===== config.mk =====
export PLATFORM = sky130hd
export DESIGN_NAME = sstat_isqrt
export DESIGN_NICKNAME = d
export VERILOG_FILES = /design/src/hdl/sstat_pkg.sv /design/src/hdl/sstat_isqrt.sv
export SDC_FILE = /design/constraint.sdc
export NUM_CORES = 1
export LEC_CHECK = 0
export CORE_ASPECT_RATIO = 0.5
export CORE_MARGIN = 1.5
export CORE_UTILIZATION = 63
export DETAILED_ROUTE_END_ITERATION = 8
export DONT_BUFFER_PORTS = 1
export PLACE_DENSITY = 0.79
export SLEW_MARGIN = 20
export SYNTH_ARGS = -nofsm -noshare
export SYNTH_HDL_FRONTEND = slang
export SYNTH_SLANG_ARGS = --single-unit

===== constraint.sdc =====
create_clock -name clock -period 2.8 [get_ports clock]
set_input_delay 0 -clock clock [delete_from_list [all_inputs] [get_ports clock]]
set_output_delay 0 -clock clock [all_outputs]
set_load 0.03 [all_outputs]

===== src/hdl/sstat_pkg.sv =====
// Shared types, codes and default sizes for the sample set statistics block.
`default_nettype none

package sstat_pkg;

   // Default sizes of the sample store and of one sample.
   parameter int DEFAULT_CAPACITY        = 1024;
   parameter int DEFAULT_SAMPLE_BITS     = 16;
   parameter int DEFAULT_COUNT_BITS      = $clog2(DEFAULT_CAPACITY + 1);
   parameter int DEFAULT_SQUARE_SUM_BITS = 2 * DEFAULT_SAMPLE_BITS + DEFAULT_COUNT_BITS - 1;

   // Request opcodes.
   typedef enum logic {
      OP_PUSH   = 1'b0,
      OP_FINISH = 1'b1
   } opcode_type;

   // Result status codes.
   typedef enum logic [1:0] {
      STATUS_OK      = 2'd0,
      STATUS_EMPTY   = 2'd1,
      STATUS_DROPPED = 2'd2
   } status_type;

   // Commands from the controller to the sorting chain.
   typedef struct packed {
      logic push;
      logic unload;
   } chain_ctrl_type;

endpackage

`default_nettype wire


===== src/hdl/sstat_isqrt.sv =====
// Integer square root, one result bit per cycle from two radicand bits.
`default_nettype none

module sstat_isqrt
  #(parameter int ROOT_BITS = sstat_pkg::DEFAULT_SAMPLE_BITS)
   (input  logic                     clock,
    input  logic                     reset,
    input  logic                     start,
    input  logic [2*ROOT_BITS-1:0]   radicand,
    output logic                     done,
    output logic [ROOT_BITS-1:0]     root);

   import sstat_pkg::*;

   localparam int STEP_BITS = $clog2(ROOT_BITS + 1);

   logic [2*ROOT_BITS-1:0] rad_ff, rad_in;
   logic [ROOT_BITS+1:0]   rem_ff, rem_in;
   logic [ROOT_BITS-1:0]   root_ff, root_in;
   logic [STEP_BITS-1:0]   step_ff, step_in;
   logic                   active_ff, active_in;
   logic                   done_ff, done_in;
   logic [ROOT_BITS+1:0]   shifted;
   logic [ROOT_BITS+1:0]   trial;
   logic                   fits;

   // Bring down the next bit pair and compare with four times the root plus one.
   always_comb begin
      shifted = {rem_ff[ROOT_BITS-1:0], rad_ff[2*ROOT_BITS-1:2*ROOT_BITS-2]};
      trial   = {root_ff, 2'b01};
      fits    = shifted >= trial;
   end

   always_comb begin
      rad_in    = rad_ff;
      rem_in    = rem_ff;
      root_in   = root_ff;
      step_in   = step_ff;
      active_in = active_ff;
      done_in   = 1'b0;
      if (start) begin
         rad_in    = radicand;
         rem_in    = '0;
         root_in   = '0;
         step_in   = STEP_BITS'(ROOT_BITS);
         active_in = 1'b1;
      end else if (active_ff) begin
         rad_in  = {rad_ff[2*ROOT_BITS-3:0], 2'b00};
         rem_in  = fits ? shifted - trial : shifted;
         root_in = {root_ff[ROOT_BITS-2:0], fits};
         step_in = step_ff - 1'b1;
         if (step_ff == STEP_BITS'(1)) begin
            active_in = 1'b0;
            done_in   = 1'b1;
         end
      end
   end

   always_ff @(posedge clock) begin
      if (reset) begin
         active_ff <= 1'b0;
         done_ff   <= 1'b0;
      end else begin
         active_ff <= active_in;
         done_ff   <= done_in;
      end
   end

   always_ff @(posedge clock) begin
      rad_ff  <= rad_in;
      rem_ff  <= rem_in;
      root_ff <= root_in;
      step_ff <= step_in;
   end

   assign done = done_ff;
   assign root = root_ff;

endmodule

`default_nettype wire


==> summary.txt <==
Run status
  • Result of the run: finished, final reports clean

GRT
  • First-pass GRT wire length: 15530 µm
  • Global-route usage over all layers: 32.90%
  • Pin count of the biggest net entering global routing: 58
  • Number of global-route vias before repair: 2933
  • Number of antenna violations at the first check in global routing: 0
  • Leftover overflow at the end of global routing: 0

Synth
  • Post-Syn Area per Cell: 10.43 µm²
  • Share of cell area taken by muxes after synthesis: 15.52%
  • Number of synthesized register bits: 71
  • Post-synthesis share of cell area spent on full adders, half adders and majority gates: 6.720%
  • Yosys warning total: 0
  • Post-synthesis async set-or-reset flop share: 0%
  • Flip-flop cell with the highest count after synthesis: sky130_fd_sc_hd__dfxtp_1
  • Area share of xor/xnor cells in the synthesized design: 3.763%
  • Post-synth EDFFs: 32
  • Sequential fraction of the synthesis area: 46.77%
  • Post-synthesis cell area: 0.003724 mm²
  • Netlist cell types: 50
  • Post-Synth Simple-Gate Area: 11.19%
  • Main combinational cell family by area after synthesis: multiplexers
  • Synthesized netlist net count: 412
  • Area fraction in compound gates after synthesis: 11.90%
  • Gate count of the mapped netlist: 357

Worst setup path
  • Data arrival time of the critical path: 2.57 ns
  • Crit Path Category: reg2reg
  • Delay of the slowest cell on the worst path: 0.37 ns
  • Worst setup EP type: register
  • Reg-to-Reg End: rem_ff[11]$_SDFFE_PP0P_
  • Sum of buffers and inverters on the critical path: 2
  • Crit path required time: 3.08 ns
  • Critical path, cell by cell: inv_1 > ha_1 > a21oi_1 > o21ai_1 > a31o_1 > o31a_1 > buf_4 > or3_1 > nand3_1
  • Family with the most delay on the worst path: compound AO/OA/AOI/OAI gates
  • Critical Path Source Type: register
  • Path depth of the worst reg2reg path: 9
  • Reg2reg setup slack: 0.52 ns
  • Start of the worst register-to-register path: root[7]$_SDFFE_PP0P_
  • Critical-path cell with the highest stage delay: sky130_fd_sc_hd__ha_1
  • Highest fanout seen on the critical path: 10
  • Origin of the worst setup path: root[7]$_SDFFE_PP0P_

Floorplan
  • Overall die height: 57.36 µm
  • Placeable core area: 0.005587 mm²
  • Rows: 19
  • Boundary pin count: 52
  • Horiz. Die Dim: 111.7 µm
  • Starting density of the core: 66.65%
  • Overall die area: 0.006409 mm²

Clock tree
  • Clock buffer count from CTS: 9
  • Post-cts sizing count: 0
  • Total clock sinks: 71
  • CTS tree: built
  • Total number of H-tree levels: 3
  • Clk root buf: sky130_fd_sc_hd__clkbuf_16
  • Max Root-Sink Buffers: 2
  • Setup Buffers After CTS: 0
  • Worst-skew pair later-pin latency: 0.35 ns
  • Clock-pin slew on the worst setup and hold paths: 0.06 ns

Placed design
  • Final weighted congestion in routability-driven placement: 0.9073
  • Buffers added on ports: 0
  • Placed cell area: 0.003906 mm²
  • Hpwl dp: 5003 µm

Finish
  • Layout Nets: 463
  • Final core utilization: 81.84%
  • Fraction of final layout cells with drive strength greater than 1: 16.71%
  • Most frequent standard cell in the layout excluding fill and tap cells: sky130_fd_sc_hd__dfxtp_1
  • Ant diodes: 0
  • Area Growth Syn to Fin: 22.78%
  • Final Cell Area: 0.004572 mm²
  • Leading cell types in the layout, fill and taps excluded: 39 x sky130_fd_sc_hd__dfxtp_1, 38 x sky130_fd_sc_hd__nor2_1, 34 x sky130_fd_sc_hd__dlygate4sd3_1, 32 x sky130_fd_sc_hd__edfxtp_1, 30 x sky130_fd_sc_hd__mux2_2

Timing
  • Slew of the pin with the lowest slew margin: 0.6336 ns
  • Fin. Hold Viols: 0
  • Maximum operating frequency: 0.4383 GHz
  • Clock period minus worst slack: 2.282 ns
  • RSZ-0062 raised after global routing: false
  • Post-route clock period utilization: 81.49%
  • Number of pins with negative max-slew slack in the final report: 0
  • Worst max-slew margin expressed relative to the limit: 57.71%
  • Worst-case clock skew: 0.009506 ns
  • Final total negative setup slack: 0 ns
  • Endpoints failing setup: 0

Worst hold path
  • Hold path startpoint: start
  • Cell depth of the worst hold path: 2
  • Endpoint with the worst hold slack: root[6]$_SDFFE_PP0P_
  • Worst hold-check path type: in2reg

Power
  • Total power: 4.373 mW
  • Max IR drop VDD: 0.7153 mV
  • Cell-internal power: 2.746 mW
  • Share of total power in the clock network: 27.0%
  • Logic pwr share: 42.8%
  • Reported net switching power: 1.628 mW
  • Sequential share of power: 30.2%
  • Lkg Pwr: 1.820 nW
  • Fraction of power spent switching nets: 37.22%
  • Pwr Density: 956.5 mW/mm²

Routing
  • Number of nets still failing antenna checks after routing: 0
  • Detail-routed via count per cell: 5.986
  • Remaining design rule violation count: 0
  • Total iterations of the first detailed-routing run: 4
  • Number of DRC violations after detailed-routing iteration 0: 201
  • Total number of vias: 2909
  • Routed wire length per instance: 19.42 µm
  • Total wire length after detailed routing: 9439 µm

Run
  • Max_cap viols: 0
-- power groups by stage --
stage | registers (mW) | clock network (mW) | logic [mW]
2_1_floorplan | 1.31 | 0 | 1.43
3_5_place_dp | 1.33 | 0 | 1.72
3_3_place_gp | 1.32 | 0 | 1.68
5_1_grt | 1.33 | 1.23 | 2.04
4_1_cts | 1.31 | 1.16 | 1.80
6_report | 1.32 | 1.18 | 1.87
-- worst reg2reg max path, stage by stage, from the launching register on --
cell	delay, ns
sky130_fd_sc_hd__dfxtp_1	0.33
sky130_fd_sc_hd__inv_1	0.05
sky130_fd_sc_hd__ha_1	0.37
sky130_fd_sc_hd__a21oi_1	0.17
sky130_fd_sc_hd__o21ai_1	0.18
sky130_fd_sc_hd__a31o_1	0.26
sky130_fd_sc_hd__o31a_1	0.26
sky130_fd_sc_hd__buf_4	0.18
sky130_fd_sc_hd__or3_1	0.34
sky130_fd_sc_hd__nand3_1	0.08
-- synth_stat cells, types with 2 or more instances --
master	count	area, µm²
sky130_fd_sc_hd__dfxtp_1	39	780.8
sky130_fd_sc_hd__nor2_1	38	142.6
sky130_fd_sc_hd__edfxtp_1	32	960.9
sky130_fd_sc_hd__mux2_2	30	337.8
sky130_fd_sc_hd__nand2_1	28	105.1
sky130_fd_sc_hd__inv_1	24	90.09
sky130_fd_sc_hd__mux2i_1	24	240.2
sky130_fd_sc_hd__ha_1	20	250.2
sky130_fd_sc_hd__o21ai_0	14	70.07
sky130_fd_sc_hd__a21oi_1	13	65.06
sky130_fd_sc_hd__xnor2_1	10	87.58
sky130_fd_sc_hd__nor3_1	9	45.04
sky130_fd_sc_hd__clkbuf_1	8	30.03
sky130_fd_sc_hd__xor2_1	6	52.55
sky130_fd_sc_hd__a211oi_1	5	37.54
sky130_fd_sc_hd__nand2b_1	4	25.02
sky130_fd_sc_hd__nand3_1	4	20.02
sky130_fd_sc_hd__o21a_1	4	30.03
sky130_fd_sc_hd__a21o_1	3	22.52
sky130_fd_sc_hd__and2_1	3	18.77
sky130_fd_sc_hd__buf_2	3	15.01
sky130_fd_sc_hd__o221ai_1	3	26.28
sky130_fd_sc_hd__a311oi_1	2	17.52
sky130_fd_sc_hd__a31oi_1	2	12.51
sky130_fd_sc_hd__buf_1	2	7.510
sky130_fd_sc_hd__o211ai_1	2	15.01
sky130_fd_sc_hd__o31ai_1	2	15.01
-- layout make-up --
class / count / area, µm²
clock buffer: 9 / 225.2
sequential: 71 / 1742
multi-input combinational: 248 / 1828
clock inverter: 7 / 72.57
tap: 73 / 91.34
inverter: 24 / 90.09
fill: 307 / 1015
timing repair buffer: 54 / 523.0
-- worst max-delay path by stage --
stage | slack [ns] | cells after the start | to
2_1_floorplan | 0.49 | 9 | rem_ff[11]$_SDFFE_PP0P_
3_3_place_gp | 0.60 | 9 | rem_ff[11]$_SDFFE_PP0P_
3_5_place_dp | 0.56 | 9 | rem_ff[11]$_SDFFE_PP0P_
4_1_cts | 0.53 | 9 | rem_ff[11]$_SDFFE_PP0P_
5_1_grt | 0.34 | 9 | rem_ff[11]$_SDFFE_PP0P_
6_report | 0.52 | 9 | rem_ff[11]$_SDFFE_PP0P_
-- kinds of logic (layout without fill, tap and decap cells) --
group                    Yosys count  in the layout
buffers and inverters             38             94
adder cells (fa/ha/maj)           20             20
flip-flops                        71             71
XOR/XNOR                          16             16
multiplexers                      54             54
AO/OA/AOI/OAI                     64             64
AND/OR/NAND/NOR                   94             94
-- state kept, by name, indices dropped and copies added (netlist names) --
register   count
rem_ff        16
active_ff      1
rad_ff        32
root          16
done           1
step_ff        5
-- stage by stage --
step	setup slack, ns	instances	hold slack, ns
floorplan	0.4882	357	0.07238
global placement	0.6039	435	0.07367
detailed placement	0.5558	435	0.07468
CTS	0.5285	486	0.002253
global route	0.3366	486	0.006942
finish	0.5183	486	0.001296
-- layer usage --
metal | up-vias | GRT usage [%] | share of wire, %
li1 | 1390 | - | -
met1 | 1386 | 40.75 | 43
met2 | 110 | 53.14 | 47
met3 | 23 | 12.11 | 7.8
met4 | 0 | 13.56 | 2.4
met5 | - | 0 | 0
-- timing repair --
action | CTS | global route
hold endpoints to repair | 59 | 0
setup endpoints to repair | 0 | 0
hold buffers | 35 | 0
No activity file was read; power rests on OpenSTA's default activity.
