==> config.mk <==
export PLATFORM = sky130hd
export DESIGN_NAME = sstat_divider
export DESIGN_NICKNAME = d
export VERILOG_FILES = /design/src/hdl/sstat_pkg.sv /design/src/hdl/sstat_divider.sv
export SDC_FILE = /design/constraint.sdc
export NUM_CORES = 1
export LEC_CHECK = 0
export CAP_MARGIN = 0
export CORE_MARGIN = 2
export CORE_UTILIZATION = 60
export DETAILED_ROUTE_END_ITERATION = 8
export DONT_BUFFER_PORTS = 1
export PLACE_DENSITY_LB_ADDON = 0.25
export SLEW_MARGIN = 20
export SYNTH_ARGS = -nofsm -noshare
export SYNTH_HDL_FRONTEND = slang
export SYNTH_SLANG_ARGS = --single-unit
==> constraint.sdc <==
create_clock -name clock -period 5.6 [get_ports clock]
set_input_delay 1.12 -clock clock [delete_from_list [all_inputs] [get_ports clock]]
set_output_delay 1.12 -clock clock [all_outputs]
set_load 0.005 [all_outputs]
==> src/hdl/sstat_pkg.sv <==
// Shared types, codes and default sizes for the sample set statistics block.
`default_nettype none

package sstat_pkg;

   // Default sizes of the sample store and of one sample.
   parameter int DEFAULT_CAPACITY        = 1024;
   parameter int DEFAULT_SAMPLE_BITS     = 16;
   parameter int DEFAULT_COUNT_BITS      = $clog2(DEFAULT_CAPACITY + 1);
   parameter int DEFAULT_SQUARE_SUM_BITS = 2 * DEFAULT_SAMPLE_BITS + DEFAULT_COUNT_BITS - 1;

   // Request opcodes.
   typedef enum logic {
      OP_PUSH   = 1'b0,
      OP_FINISH = 1'b1
   } opcode_type;

   // Result status codes.
   typedef enum logic [1:0] {
      STATUS_OK      = 2'd0,
      STATUS_EMPTY   = 2'd1,
      STATUS_DROPPED = 2'd2
   } status_type;

   // Commands from the controller to the sorting chain.
   typedef struct packed {
      logic push;
      logic unload;
   } chain_ctrl_type;

endpackage

`default_nettype wire

==> src/hdl/sstat_divider.sv <==
// Restoring unsigned divider that produces one quotient bit per cycle.
`default_nettype none

module sstat_divider
  #(parameter int DIVIDEND_BITS = sstat_pkg::DEFAULT_SQUARE_SUM_BITS,
    parameter int DIVISOR_BITS  = sstat_pkg::DEFAULT_COUNT_BITS)
   (input  logic                     clock,
    input  logic                     reset,
    input  logic                     start,
    input  logic [DIVIDEND_BITS-1:0] dividend,
    input  logic [DIVISOR_BITS-1:0]  divisor,
    output logic                     done,
    output logic [DIVIDEND_BITS-1:0] quotient);

   import sstat_pkg::*;

   localparam int STEP_BITS = $clog2(DIVIDEND_BITS + 1);

   logic [DIVISOR_BITS-1:0]  rem_ff, rem_in;
   logic [DIVIDEND_BITS-1:0] quo_ff, quo_in;
   logic [DIVISOR_BITS-1:0]  divisor_ff, divisor_in;
   logic [STEP_BITS-1:0]     step_ff, step_in;
   logic                     active_ff, active_in;
   logic                     done_ff, done_in;
   logic [DIVISOR_BITS:0]    trial;
   logic [DIVISOR_BITS:0]    diff;
   logic                     fits;

   // One restoring step: bring down the next dividend bit and try to subtract.
   always_comb begin
      trial = {rem_ff, quo_ff[DIVIDEND_BITS-1]};
      fits  = trial >= {1'b0, divisor_ff};
      diff  = trial - {1'b0, divisor_ff};
   end

   always_comb begin
      rem_in     = rem_ff;
      quo_in     = quo_ff;
      divisor_in = divisor_ff;
      step_in    = step_ff;
      active_in  = active_ff;
      done_in    = 1'b0;
      if (start) begin
         rem_in     = '0;
         quo_in     = dividend;
         divisor_in = divisor;
         step_in    = STEP_BITS'(DIVIDEND_BITS);
         active_in  = 1'b1;
      end else if (active_ff) begin
         rem_in  = fits ? diff[DIVISOR_BITS-1:0] : trial[DIVISOR_BITS-1:0];
         quo_in  = {quo_ff[DIVIDEND_BITS-2:0], fits};
         step_in = step_ff - 1'b1;
         if (step_ff == STEP_BITS'(1)) begin
            active_in = 1'b0;
            done_in   = 1'b1;
         end
      end
   end

   always_ff @(posedge clock) begin
      if (reset) begin
         active_ff <= 1'b0;
         done_ff   <= 1'b0;
      end else begin
         active_ff <= active_in;
         done_ff   <= done_in;
      end
   end

   always_ff @(posedge clock) begin
      rem_ff     <= rem_in;
      quo_ff     <= quo_in;
      divisor_ff <= divisor_in;
      step_ff    <= step_in;
   end

   assign done     = done_ff;
   assign quotient = quo_ff;

endmodule

`default_nettype wire

==> flow_summary.html <==
<table>
<tr><th>Metric</th><th>Value</th></tr>
<tr><th colspan="2">Status</th></tr>
<tr><td>Result of the run</td><td>completed</td></tr>
<tr><th colspan="2">Global routing</th></tr>
<tr><td>Global Route Usage Sum</td><td>0.207</td></tr>
<tr><td>Number of global-route vias before repair</td><td>2,143</td></tr>
<tr><td>Antenna violations before repair</td><td>0</td></tr>
<tr><td>First-pass GRT wire length</td><td>9.95 mm</td></tr>
<tr><td>Overflow after GRT</td><td>0</td></tr>
<tr><td>Largest net degree at the start of global routing</td><td>76</td></tr>
<tr><th colspan="2">CTS</th></tr>
<tr><td>TritonCTS clock tree</td><td>done</td></tr>
<tr><td>Clock Root Buffer</td><td>clkbuf_8</td></tr>
<tr><td>CTS Buf Count</td><td>9</td></tr>
<tr><td>Clock latency reported for the late side of the worst-skew pair</td><td>0.35 ns</td></tr>
<tr><td>Number of buffers added to fix hold violations after cts</td><td>0</td></tr>
<tr><td>CTS Buffer Depth</td><td>2</td></tr>
<tr><td>Clock transition time at the flip-flop clock pins of the worst setup and hold paths</td><td>0.08 ns</td></tr>
<tr><td>Count of H-tree levels built during CTS</td><td>3</td></tr>
<tr><td>Clock sink count</td><td>72</td></tr>
<tr><td>Post-CTS Setup Repair Bufs</td><td>0</td></tr>
<tr><td>Number of gates resized after CTS</td><td>0</td></tr>
<tr><th colspan="2">Synth</th></tr>
<tr><td>Multiplexer fraction of the synthesized cell area</td><td>0.158</td></tr>
<tr><td>Proportion of synthesized chip area in sequential cells</td><td>0.559</td></tr>
<tr><td>Post-synth design cell area</td><td>3530 µm²</td></tr>
<tr><td>Dominant combinational cell family by area after synthesis</td><td>multiplexers</td></tr>
<tr><td>Synthesized instance count</td><td>277</td></tr>
<tr><td>FFs w/ async S/R, synth</td><td>0</td></tr>
<tr><td>Most instantiated flip-flop cell in the synthesis netlist</td><td>edfxtp_1</td></tr>
<tr><td>Area fraction in compound gates after synthesis</td><td>0.0816</td></tr>
<tr><td>Area share of xor/xnor cells in the synthesized design</td><td>0.0223</td></tr>
<tr><td>Syn nets</td><td>347</td></tr>
<tr><td>Post-synthesis share of cell area spent on full adders, half adders and majority gates</td><td>0.0518</td></tr>
<tr><td>Number of enable flip-flop cells after synthesis</td><td>53</td></tr>
<tr><td>Count of unique library cells instantiated by Yosys</td><td>43</td></tr>
<tr><td>Post-synthesis share of cell area spent on and, or, nand and nor gates</td><td>0.0947</td></tr>
<tr><td>Avg Synthesized Cell Area</td><td>12.7 µm²</td></tr>
<tr><td>Flip-flop and latch count after synthesis</td><td>72</td></tr>
<tr><td>Warning count from the yosys run</td><td>0</td></tr>
<tr><th colspan="2">Layout</th></tr>
<tr><td>Ratio of cells with drive above 1 in the final layout</td><td>0.238</td></tr>
<tr><td>Antenna Cells</td><td>0</td></tr>
<tr><td>Area growth, synth to finish</td><td>8.12%</td></tr>
<tr><td>Nets@finish</td><td>346</td></tr>
<tr><td>Area used by multi-input combinational logic</td><td>1440 µm²</td></tr>
<tr><td>Commonest non-fill, non-tap cells in the layout</td><td>53 x edfxtp_1, 42 x mux2_2, 20 x nor2_1</td></tr>
<tr><td>Most common cell after layout, fill and taps aside</td><td>edfxtp_1</td></tr>
<tr><td>Fillers</td><td>422</td></tr>
<tr><td>Area of all sequential standard cells</td><td>1970 µm²</td></tr>
<tr><th colspan="2">Timing</th></tr>
<tr><td>Unrepaired setup endpoints after global routing</td><td>no</td></tr>
<tr><td>FMAX</td><td>372 MHz</td></tr>
<tr><td>Worst slew slack as a fraction of its limit</td><td>0.309</td></tr>
<tr><td>Final count of pins violating max slew</td><td>0</td></tr>
<tr><td>PnR worst setup slack</td><td>2.91 ns</td></tr>
<tr><td>Hold slack final</td><td>0.496 ns</td></tr>
<tr><td>Worst setup skew after layout</td><td>0.00638 ns</td></tr>
<tr><td>Sum of negative setup slack</td><td>0 ns</td></tr>
<tr><td>Share of the clock period used by the worst path after layout</td><td>0.480</td></tr>
<tr><td>Transition time at the pin with the least slew margin</td><td>1.03 ns</td></tr>
<tr><td>Post-layout minimum cycle time</td><td>2.69 ns</td></tr>
<tr><td>Number of setup violations in the final report</td><td>0</td></tr>
<tr><td>Number of failing hold endpoints at the final stage</td><td>0</td></tr>
<tr><th colspan="2">Power and ir drop</th></tr>
<tr><td>Largest vdd supply drop</td><td>0.248 mV</td></tr>
<tr><td>PnR Total Power</td><td>1.38 mW</td></tr>
<tr><td>Internal power</td><td>1.03 mW</td></tr>
<tr><td>Switching power as a share of total power</td><td>0.253</td></tr>
<tr><td>Part of the power in registers</td><td>0.490</td></tr>
<tr><td>Net switching component of the power</td><td>0.349 mW</td></tr>
<tr><td>Leakage power total</td><td>1.42 nW</td></tr>
<tr><td>Clock share of power</td><td>0.371</td></tr>
<tr><td>Comb pwr share</td><td>0.139</td></tr>
<tr><td>Power density normalized to cell area</td><td>362 nW/µm²</td></tr>
<tr><th colspan="2">Die</th></tr>
<tr><td>Chip Width</td><td>80.7 µm</td></tr>
<tr><td>Starting density of the core</td><td>0.629</td></tr>
<tr><td>Core Area</td><td>5610 µm²</td></tr>
<tr><td># IOs</td><td>99</td></tr>
<tr><td>Overall die area</td><td>6510 µm²</td></tr>
<tr><td>Die extent in y</td><td>80.7 µm</td></tr>
<tr><td>Total number of placement rows</td><td>27</td></tr>
<tr><th colspan="2">Placed design</th></tr>
<tr><td>Number of input and output port buffers inserted</td><td>0</td></tr>
<tr><td>Half-perimeter wire length after placement</td><td>4.32 mm</td></tr>
<tr><td>Final weighted congestion in routability-driven placement</td><td>0.804</td></tr>
<tr><td>Setup WS pre-CTS</td><td>2.93 ns</td></tr>
<tr><th colspan="2">Routing</th></tr>
<tr><td>Wire length per cell after detailed routing</td><td>18.2 µm</td></tr>
<tr><td>Router iterations before antenna repair</td><td>4</td></tr>
<tr><td>Detailed router's first-iteration violation count</td><td>70</td></tr>
<tr><td>Post-route DRC violation count</td><td>0</td></tr>
<tr><td>Antenna Nets Post-Route</td><td>0</td></tr>
<tr><td>Vias</td><td>2,145</td></tr>
<tr><td>Routed vias/inst</td><td>6.08</td></tr>
<tr><td>DRT Wirelength</td><td>6.44 mm</td></tr>
<tr><th colspan="2">Worst setup path</th></tr>
<tr><td>WS Path Type</td><td>reg -&gt; reg</td></tr>
<tr><td>Count of buffering cells on the critical path with inverters included</td><td>1</td></tr>
<tr><td>Family with the most delay on the worst path</td><td>compound AO/OA/AOI/OAI gates</td></tr>
<tr><td>Cell breakdown of the critical path</td><td>inv_1 -&gt; ha_1 -&gt; fa_1 -&gt; nor2b_1 -&gt; o31a_1 -&gt; o21ai_4 -&gt; o21ai_4 -&gt; mux2_4 -&gt; a211oi_2</td></tr>
<tr><td>Data arrival time of the critical path</td><td>2.96 ns</td></tr>
<tr><td>Max stage delay on crit path</td><td>0.41 ns</td></tr>
<tr><td>CP Depth</td><td>9</td></tr>
<tr><td>Worst setup SP type</td><td>flop</td></tr>
<tr><td>Cells on worst reg2reg path</td><td>9</td></tr>
<tr><td>CP max FO</td><td>14</td></tr>
<tr><td>Critical path required time</td><td>5.87 ns</td></tr>
<tr><td>Crit. End Element</td><td>flop</td></tr>
<tr><td>Cell type with the highest occurrence count on the critical path</td><td>o21ai_4</td></tr>
<tr><td>Cell with the largest stage delay on the worst path</td><td>fa_1</td></tr>
<tr><th colspan="2">Min path</th></tr>
<tr><td>Worst min path class</td><td>reg -&gt; reg</td></tr>
<tr><td>Worst Hold Depth</td><td>2</td></tr>
<tr><th colspan="2">Flow run</th></tr>
<tr><td>Max Cap Viol</td><td>0</td></tr>
</table>
==> cell type report <==
type                            count  area share
Clock buffer                        9      0.0325
Clock inverter                      7      0.0331
Multi-Input combinational cell    177       0.378
Sequential cell                    72       0.517
Tap cell                           72      0.0236
Inverter                           16      0.0157
==> cell usage after synthesis (3+ instances only) <==
| master | instances | share of area |
|---|---|---|
| nand2_1 | 10 | 0.011 |
| ha_1 | 13 | 0.046 |
| o211ai_1 | 3 | 0.0064 |
| o21ai_1 | 3 | 0.0043 |
| nor3_1 | 4 | 0.0057 |
| dfxtp_1 | 19 | 0.11 |
| a21oi_1 | 8 | 0.011 |
| nand2b_1 | 9 | 0.016 |
| mux2i_1 | 7 | 0.020 |
| a211oi_1 | 7 | 0.015 |
| o21ai_0 | 7 | 0.0099 |
| clkbuf_1 | 8 | 0.0085 |
| nand3_1 | 4 | 0.0057 |
| edfxtp_1 | 53 | 0.45 |
| nor2_1 | 20 | 0.021 |
| inv_1 | 16 | 0.017 |
| mux2_2 | 42 | 0.13 |
| xnor2_1 | 8 | 0.020 |
==> per-stage QoR <==
step | area (µm²) | std cells | utilization
global route | 3810 | 353 | 0.680
global placement | 3560 | 337 | 0.635
floorplan | 3530 | 277 | -
detailed placement | 3560 | 337 | 0.635
finish | 3810 | 353 | 0.680
CTS | 3810 | 353 | 0.680
==> flip-flops by register name, indices dropped and copies added (netlist names) <==
register,cells
active_ff,1
divisor_ff,11
done,1
quotient,42
rem_ff,11
step_ff,6
==> power groups by stage <==
stage	clock, mW	sequential, mW	combinational (mW)
after floorplan	0	0.670	0.176
after global placement	0	0.687	0.185
after detailed placement	0	0.687	0.190
after CTS	0.524	0.676	0.192
after global routing	0.542	0.682	0.212
final	0.513	0.676	0.192
==> worst min-delay path, stage by stage (launching register included) <==
cell	delay, ns
dfxtp_1	0.33
nor2_1	0.08
a311oi_1	0.05
==> kinds of logic (layout without fill, tap and decap cells) <==
logic type / Yosys count / in the layout
flops: 72 / 72
simple gates: 63 / 63
mux: 50 / 50
compound gates: 41 / 41
buf+inv: 28 / 32
fa+ha+maj: 14 / 14
xor+xnor: 9 / 9
==> worst paths after layout <==
check          startpoint    endpoint  slack, ns
min            rem_ff[10]  rem_ff[10]       0.50
max          quotient[41]   rem_ff[0]       2.91
min reg2reg    rem_ff[10]  rem_ff[10]       0.50
max reg2reg  quotient[41]   rem_ff[0]       2.91
==> per-layer routing <==
metal  vias up  global-route usage  part of all wire
met5         -                   0                 0
met4         0              0.0831             0.016
met3        11              0.0910             0.087
met2        77               0.328              0.48
met1      1037               0.247              0.41
li1       1020                   -                 -
No activity file was read; power rests on OpenSTA's default activity.
